[src/rtl/dmp_pkg.sv]
// shared constants, opcode codes and seed scramble functions for the dual-mode prng
`default_nettype none
package dmp_pkg;

  localparam logic [63:0] SEED_RESET = 64'hab8d9f7781280783;
  localparam logic [63:0] XS_MULT    = 64'h2545f4914f6cdd1d;

  typedef enum logic [1:0] {
    OP_NEXT     = 2'd0,
    OP_RESEED   = 2'd1,
    OP_SCRAMBLE = 2'd2
  } opcode_t;

  function automatic logic [63:0] legacy_scramble(input logic [63:0] s);
    logic [63:0] t;
    t = (((s << 63) >> 31) | ((s << 31) >> 32)) ^ ((s << 44) >> 32);
    return ((t >> 20) & 64'h0000_0000_0000_0fff) ^ t;
  endfunction

  function automatic logic [63:0] xorshift_advance(input logic [63:0] s);
    logic [63:0] x;
    x = s ^ (s >> 12);
    x = x ^ (x << 25);
    x = x ^ (x >> 27);
    return x;
  endfunction

endpackage
`default_nettype wire

[src/rtl/dmp_mul_hi.sv]
// bits 63:32 of seed times the xorshift multiplier, from registered 32x32 partial products
`default_nettype none
module dmp_mul_hi
  import dmp_pkg::*;
(
  input  wire logic        clk,
  input  wire logic        ld,
  input  wire logic [63:0] x,
  output logic      [31:0] hi
);

  logic [63:0] p_ll_r;
  logic [31:0] p_hl_r;
  logic [31:0] p_lh_r;
  logic [63:0] p_ll_nxt;
  logic [63:0] p_hl_nxt;
  logic [63:0] p_lh_nxt;

  always_comb begin
    p_ll_nxt = {32'd0, x[31:0]}  * {32'd0, XS_MULT[31:0]};
    p_hl_nxt = {32'd0, x[63:32]} * {32'd0, XS_MULT[31:0]};
    p_lh_nxt = {32'd0, x[31:0]}  * {32'd0, XS_MULT[63:32]};
  end

  always_ff @(posedge clk) begin
    if (ld) begin
      p_ll_r <= p_ll_nxt;
      p_hl_r <= p_hl_nxt[31:0];
      p_lh_r <= p_lh_nxt[31:0];
    end
  end

  // cross terms only reach the upper half through their low 32 bits
  assign hi = p_ll_r[63:32] + p_hl_r + p_lh_r;

endmodule
`default_nettype wire

[src/rtl/dual_mode_prng_xorshift64star.sv]
// top level of the dual-mode 64-bit prng with one seed register
// The block takes one word per clock while in_ready is high and returns one result word
// for each via the stage 1, stage 2 and output registers. The seed register is updated in
// the accept cycle (xorshift64* or legacy scramble as chosen by cfg_wdata, or reseed to
// seed_value plus one), so words may follow each other back to back; the xorshift64*
// output multiply runs in the two pipeline stages after the seed update as three 32x32
// partial products and a final add. Each stage holds its word while the next is full, so
// input is still taken while a result waits at the output. Opcode 3 returns zero and the
// current seed without changing it.
`default_nettype none
module dual_mode_prng_xorshift64star
  import dmp_pkg::*;
(
  input  wire logic        clk,
  input  wire logic        rst_n,
  input  wire logic        cfg_we,
  input  wire logic        cfg_wdata,
  input  wire logic        in_valid,
  output logic             in_ready,
  input  wire logic [1:0]  in_opcode,
  input  wire logic [63:0] in_seed_value,
  output logic             out_valid,
  input  wire logic        out_ready,
  output logic      [31:0] out_random_value,
  output logic      [63:0] out_seed_out
);

  logic        use_xorshift_r;
  logic [63:0] seed_r;
  logic [63:0] seed_nxt;

  logic        v1_r;
  logic        mul1_r;
  logic [31:0] rnd1_r;
  logic [63:0] sout1_r;
  logic        mul1_nxt;
  logic [31:0] rnd1_nxt;
  logic [63:0] sout1_nxt;

  logic        v2_r;
  logic        mul2_r;
  logic [31:0] rnd2_r;
  logic [63:0] sout2_r;

  logic        ov_r;
  logic [31:0] orand_r;
  logic [63:0] oseed_r;

  logic        ready_o;
  logic        ready_2;
  logic        ready_1;
  logic        accept;
  logic        adv_2;
  logic        adv_o;
  logic [31:0] mul_hi;
  logic [63:0] scr;

  assign ready_o = !ov_r || out_ready;
  assign ready_2 = !v2_r || ready_o;
  assign ready_1 = !v1_r || ready_2;
  assign in_ready = ready_1;
  assign accept = in_valid && ready_1;
  assign adv_2 = v1_r && ready_2;
  assign adv_o = v2_r && ready_o;

  always_comb begin
    seed_nxt  = seed_r;
    mul1_nxt  = 1'b0;
    rnd1_nxt  = 32'd0;
    sout1_nxt = seed_r;
    scr       = legacy_scramble(in_seed_value);
    case (in_opcode)
      OP_NEXT: begin
        if (use_xorshift_r) begin
          seed_nxt = xorshift_advance(seed_r);
          mul1_nxt = 1'b1;
        end else begin
          seed_nxt = legacy_scramble(seed_r);
          rnd1_nxt = seed_nxt[31:0];
        end
        sout1_nxt = seed_nxt;
      end
      OP_RESEED: begin
        seed_nxt  = in_seed_value + 64'd1;
        sout1_nxt = seed_nxt;
      end
      OP_SCRAMBLE: begin
        sout1_nxt = scr;
        rnd1_nxt  = scr[31:0];
      end
      default: begin
        sout1_nxt = seed_r;
      end
    endcase
  end

  always_ff @(posedge clk) begin
    if (!rst_n) begin
      use_xorshift_r <= 1'b1;
      seed_r         <= SEED_RESET;
      v1_r           <= 1'b0;
      v2_r           <= 1'b0;
      ov_r           <= 1'b0;
    end else begin
      if (cfg_we) begin
        use_xorshift_r <= cfg_wdata;
      end
      if (accept) begin
        seed_r <= seed_nxt;
      end
      if (ready_1) begin
        v1_r <= in_valid;
      end
      if (ready_2) begin
        v2_r <= v1_r;
      end
      if (ready_o) begin
        ov_r <= v2_r;
      end
    end
  end

  always_ff @(posedge clk) begin
    if (accept) begin
      mul1_r  <= mul1_nxt;
      rnd1_r  <= rnd1_nxt;
      sout1_r <= sout1_nxt;
    end
    if (adv_2) begin
      mul2_r  <= mul1_r;
      rnd2_r  <= rnd1_r;
      sout2_r <= sout1_r;
    end
    if (adv_o) begin
      orand_r <= mul2_r ? mul_hi : rnd2_r;
      oseed_r <= sout2_r;
    end
  end

  dmp_mul_hi u_mul_hi (
    .clk (clk),
    .ld  (adv_2),
    .x   (sout1_r),
    .hi  (mul_hi)
  );

  assign out_valid        = ov_r;
  assign out_random_value = orand_r;
  assign out_seed_out     = oseed_r;

endmodule
`default_nettype wire
[config.mk]
export PLATFORM = sky130hd
export DESIGN_NAME = dual_mode_prng_xorshift64star
export DESIGN_NICKNAME = d
export VERILOG_FILES = /design/src/rtl/dmp_pkg.sv /design/src/rtl/dmp_mul_hi.sv /design/src/rtl/dual_mode_prng_xorshift64star.sv
export SDC_FILE = /design/constraint.sdc
export NUM_CORES = 2
export LEC_CHECK = 0
export ABC_AREA = 1
export BUFFER_PORTS_ARGS = -buffer_cell sky130_fd_sc_hd__buf_2
export CAP_MARGIN = 5
export CORE_UTILIZATION = 35
export DETAILED_ROUTE_END_ITERATION = 12
export GPL_TIMING_DRIVEN = 0
export PLACE_DENSITY = 0.56
export SKIP_LAST_GASP = 1
export SYNTH_ARGS = -nofsm -noshare
export SYNTH_HDL_FRONTEND = slang
export SYNTH_SLANG_ARGS = --single-unit
[constraint.sdc]
create_clock -name clk -period 7.25 [get_ports clk]
set_clock_uncertainty 0.2 [all_clocks]
set_input_delay 0.3625 -clock clk [delete_from_list [all_inputs] [get_ports clk]]
set_output_delay 0.3625 -clock clk [all_outputs]
set_load 0.1 [all_outputs]
* Word-level counts from Yosys, hierarchy flattened
Cells that the tools add are included.
Storage, ports and cells: register bits 485, input bits 72, output and inout bits 98, word-level logic and storage cells 52
Operators by class: add/subtract/negate cells 3, multipliers 3, equality and inequality tests 2, muxes and demuxes 7, bitwise logic cells 9, reduce and logical (&&, ||, !) cells 12
Operator list (number):
- $pmux W64 S3 | 1
- $pmux W64 S2 | 1
- $or A33 B32 Y33 | 2
- $xor A12 B33 Y33 | 2
- $xor A33 B32 Y33 | 2
- $add A64 B1 Y64 const B | 1
- $mux W32 | 2
- $mux W64 | 1
- $pmux W32 S2 | 1
- $xor A64 B37 Y64 | 1
- $xor A64 B52 Y64 | 1
- $xor A64 B64 Y64 | 1
- $mul A32 B31 Y63 const B | 1
- $add A31 B32 Y32 | 1
- $add A32 B32 Y32 | 1
- $mul A32 B30 Y32 const B | 1
- $mul A32 B31 Y32 const B | 1
- $logic_and A1 B1 Y1 | 3
- $logic_not A1 Y1 | 3
- $logic_or A1 B1 Y1 | 3
- $eq A2 B1 Y1 const B | 1
- $eq A2 B2 Y1 const B | 1
- $logic_not A2 Y1 | 1
- $reduce_and A2 Y1 | 1
- other kinds (2) | 2

* Longest topological paths before layout
depth after elaboration 6, mapped depth 31

* Cells and area by module
From an unflattened synthesis, not the netlist that was laid out.
Second synthesis, totals: cells, all modules 6791, area total of the unflattened synthesis 60167.7 µm²
By module, submodules not included:
- dmp_mul_hi | times used 1, cells each 4551, area an instance 41193.3 µm²
- dual_mode_prng_xorshift64star | times used 1, cells each 2240, area an instance 18974.4 µm²

* Least setup slack after synthesis
Ideal clock, no wire load.
path kind reg2reg, start register sout1_r[21], end register u_mul_hi.p_ll_r[60], data pin, arrival time 6.253 ns, required time 6.798 ns, path slack 0.545 ns, stages on the path, launching flop included 26, clock period less this slack 6.705 ns, cells stage by stage edfxtp_1 -> inv_1 -> fa_1 -> inv_1 -> fa_1 -> inv_1 -> fa_1 -> fa_1 -> inv_1 -> fa_1 -> fa_1 -> fa_1 -> inv_1 -> fa_1 -> inv_1 -> ha_1 -> a21oi_1 -> o21ai_0 -> a21oi_1 -> o21ai_0 -> inv_1 -> nor2_1 -> nor2_1 -> nand2_1 -> nand2_1 -> nand2_1
On the way: cells in the longest elaborated chain, start to end 1
Ends and longest elaborated chain:
- from (decl) | line dual_mode_prng_xorshift64star.sv:35 | logic [63:0] sout1_r;
- from (signal assigned) | line dual_mode_prng_xorshift64star.sv:127 | sout1_r <= sout1_nxt;
- $mul A32 B31 Y63 | line dmp_mul_hi.sv:20 | p_ll_nxt = {32'd0, x[31:0]} * {32'd0, XS_MULT[31:0]};
- named net u_mul_hi.p_ll_nxt[60] | line dmp_mul_hi.sv:15 | logic [63:0] p_ll_nxt;
- to (signal assigned) | line dmp_mul_hi.sv:27 | p_ll_r <= p_ll_nxt;
- to (decl) | line dmp_mul_hi.sv:12 | logic [63:0] p_ll_r;
The timed path passes the listed nets, and every way through them passes these cells. A chain may end at the register's enable or synchronous reset.

* Worst setup path in the final report
start register sout1_r[25], end register u_mul_hi.p_ll_r[42], data pin
Same word-level chain as after synthesis.

==> impl_metrics.env <==
export IMPL_grt_setup_unrepaired="yes"
export IMPL_fmax_mhz=139.4
export IMPL_overflow=0
export IMPL_slew_headroom=0.3133
export IMPL_synthArstFlopShare=0
export IMPL_rrSetupSlack_ns=0.08
export IMPL_top_layer="met5"
export IMPL_synthTopCellsByCount="inv_1 (1,624), nand2_1 (1,020), fa_1 (835)"
export IMPL_htreeDepth=2
export IMPL_synthCells=6497
export IMPL_status="complete, no violations"
export IMPL_viasPerCell=5.042
export IMPL_numCtsBuffers=53
export IMPL_place_congestion=1.022
export IMPL_nets=8578
export IMPL_met2_wirelength_um=97700
export IMPL_endpoint_kind="flip-flop"
export IMPL_antenna_found_initial=12
export IMPL_crit_type="reg2reg"
export IMPL_synth_edff_count=379
export IMPL_cp_num_buf_inv=4
export IMPL_hold_path_end="seed_r[58]"
export IMPL_path_clk_slew_ns=0.07
export IMPL_synthesis_nets=8135
export IMPL_clkLatencyLatePin_ns=0.67
export IMPL_synth_distinct_cells=55
export IMPL_initial_core_util=0.3526
export IMPL_core_area_um2=167000
export IMPL_post_route_min_period_ns=7.174
export IMPL_gr_usage_all_layers=0.2635
export IMPL_drtIter0Drc=4071
export IMPL_grt_pass1_wl_um=321100
export IMPL_grt_max_degree=121
export IMPL_hold_depth=4
export IMPL_dp_cells=8896
export IMPL_io_pins=170
export IMPL_cap_viol_max_count=0
export IMPL_crit_top_cell="fa_1"
export IMPL_crit_cells=21
export IMPL_tightest_slew_ns=1.019
export IMPL_instances_no_fill=9194
export IMPL_vias=46356
export IMPL_ys_warn_count=0
export IMPL_synth_most_common_cell="inv_1"
export IMPL_firstDrtPassIters=6
export IMPL_wl_um=222800
export IMPL_finalMaxSlewViolations=0
export IMPL_worstReg2RegEnd="u_mul_hi.p_ll_r[42]"
export IMPL_hpwl_um=189500
export IMPL_setup_viol=0
export IMPL_path_max_fanout=9
export IMPL_hold_viol_final=0
export IMPL_layout_drive_gt1_share=0.1124
export IMPL_grt_pass1_vias=46882
export IMPL_cts_sinks=447
export IMPL_wl_met3_um=16700
export IMPL_synth_seq_cells=447
export IMPL_reg2reg_depth=21
export IMPL_final_fill_count=16677
export IMPL_wl_per_cell_um=24.23
export IMPL_clockBufferDepth=3
export IMPL_synth_flop_cell="edfxtp_1"
export IMPL_worstPathCellList="buf_4 -> buf_4 -> fa_1 -> inv_1 -> fa_1 -> fa_1 -> fa_1 -> inv_1 -> fa_1 -> fa_1 -> fa_1 -> ha_1 -> ha_1 -> nand2_1 -> o21ai_0 -> nand2_1 -> nand2_1 -> o21bai_2 -> a21oi_1 -> nand2_2 -> xor2_2"
export IMPL_yosysTopAreaCell="fa_1"
export IMPL_place_port_buffers=166
export IMPL_critical_path_slowest_cell="fa_1"
export IMPL_rows=150
export IMPL_ys_seq_area_frac=0.2164
export IMPL_cts_tree="built"
export IMPL_postRouteAntennaNets=0
export IMPL_required_ns=7.49
export IMPL_crit_path_max_incr_delay_ns=0.55
export IMPL_yosysTopAreaCellShare=0.2838
export IMPL_die_area_um2=169900
export IMPL_wirelength_met1_um=100000
export IMPL_syn_area_per_cell_um2=9.065
export IMPL_synthTopCellsByArea="fa_1 (28%), edfxtp_1 (19%), ha_1 (16%)"
export IMPL_cp_top_family="adder cells"
export IMPL_fin_util=0.4054
export IMPL_area_growth_pct=14.99
export IMPL_die_w_um=412.2
export IMPL_min_period_over_period=0.9896
export IMPL_hold_class="in2reg"
export IMPL_cts_root_buf="clkbuf_16"
export IMPL_die_h_um=412.2
export IMPL_syn_area_um2=58890
export IMPL_rr_startpoint="sout1_r[25]"
export IMPL_min_from="in_seed_value[58]"
export IMPL_start_kind="flip-flop"
export IMPL_worstPathArrival_ns=7.41
export IMPL_drc=0
## how the worst max path moves through the flow
stage,startpoint,to,slack [ns]
final,sout1_r[25],u_mul_hi.p_ll_r[42],0.08
after global routing,sout1_r[16],u_mul_hi.p_ll_r[40],-0.05
after CTS,sout1_r[16],u_mul_hi.p_ll_r[42],-0.06
after detailed placement,sout1_r[18],u_mul_hi.p_ll_r[42],-1.57
after global placement,out_ready,out_seed_out[15],-2.49
after floorplan,sout1_r[21],u_mul_hi.p_ll_r[60],0.54
## per-layer routing
layer | track usage | vias up
li1 | - | 21248
met1 | 0.3786 | 23009
met2 | 0.4052 | 1807
met3 | 0.03883 | 290
met4 | 0.08531 | 2
met5 | 0 | -
## timing repair
item,4_1_cts,5_1_grt
hold endpoints to repair,27,0
hold buffers,16,0
setup endpoints to repair,33,36
pin swaps,3,54
resized for setup,66,186
buffers inserted,64,113
## sequential cells by signal (all words and copies together), names as in the netlist, 31 cells and up
name / cells
out_seed_out: 64
seed_r: 64
sout1_r: 64
sout2_r: 58
out_random_value: 32
rnd1_r: 32
rnd2_r: 32
u_mul_hi.p_hl_r: 32
u_mul_hi.p_lh_r: 32
u_mul_hi.p_ll_r: 31
## cells by family after synthesis
family	synth area share
compound gates	0.06376
simple gates	0.1353
xor+xnor	0.03493
buf+inv	0.1105
fa+ha+maj	0.4391
flops	0.2164
## metrics by stage
stage	setup WS [ns]	TNS (ns)	instance area [um^2]	hold slack, ns
after floorplan	0.5446	0	58890	0.2003
after global placement	-2.489	-315.15	62480	0.2007
after detailed placement	-1.566	-40.43	63250	0.2045
after CTS	-0.05981	-0.1916	66130	0.01245
after global routing	-0.05351	-0.5020	67710	0.06851
final	0.07550	0	67720	0.06424
## cell type report
| class | count | area, um^2 | share of cell area |
|---|---|---|---|
| multi-input combinational | 4330 | 40510 | 0.5981 |
| sequential | 447 | 12740 | 0.1882 |
| inverter | 1631 | 6158 | 0.09094 |
| timing repair buffer | 388 | 3271 | 0.04829 |
| tap | 2204 | 2758 | 0.04072 |
| clock buffer | 66 | 1446 | 0.02136 |
| clock inverter | 34 | 441.7 | 0.006522 |
| buffer | 89 | 387.9 | 0.005727 |
| antenna | 5 | 12.51 | 0.0001848 |
## tightest hold or removal path, stage by stage
cell and delay (ns):
buf_2 0.11, nand2_1 0.06, nand3_1 0.24, a21oi_1 0.10
## layout by cell type, fill, tap and decap left out, types with 24 or more instances in the layout
cell type / count
nor3_1: 46
buf_2: 195
nand3_1: 237
nor2_2: 33
nand2_1: 999
inv_2: 24
xor2_1: 96
clkbuf_16: 55
a31oi_1: 27
dfxtp_1: 68
clkbuf_1: 56
o21ai_0: 228
nor2_4: 25
buf_4: 161
or2_2: 39
inv_1: 1595
a21oi_1: 226
o21bai_1: 30
o211ai_1: 35
nor2_1: 308
xnor2_1: 127
fa_1: 814
nand4_1: 83
edfxtp_1: 379
ha_1: 713
Power is not shown: default switching activity piles up to over one toggle a cycle in this logic, so the estimate is an artifact.
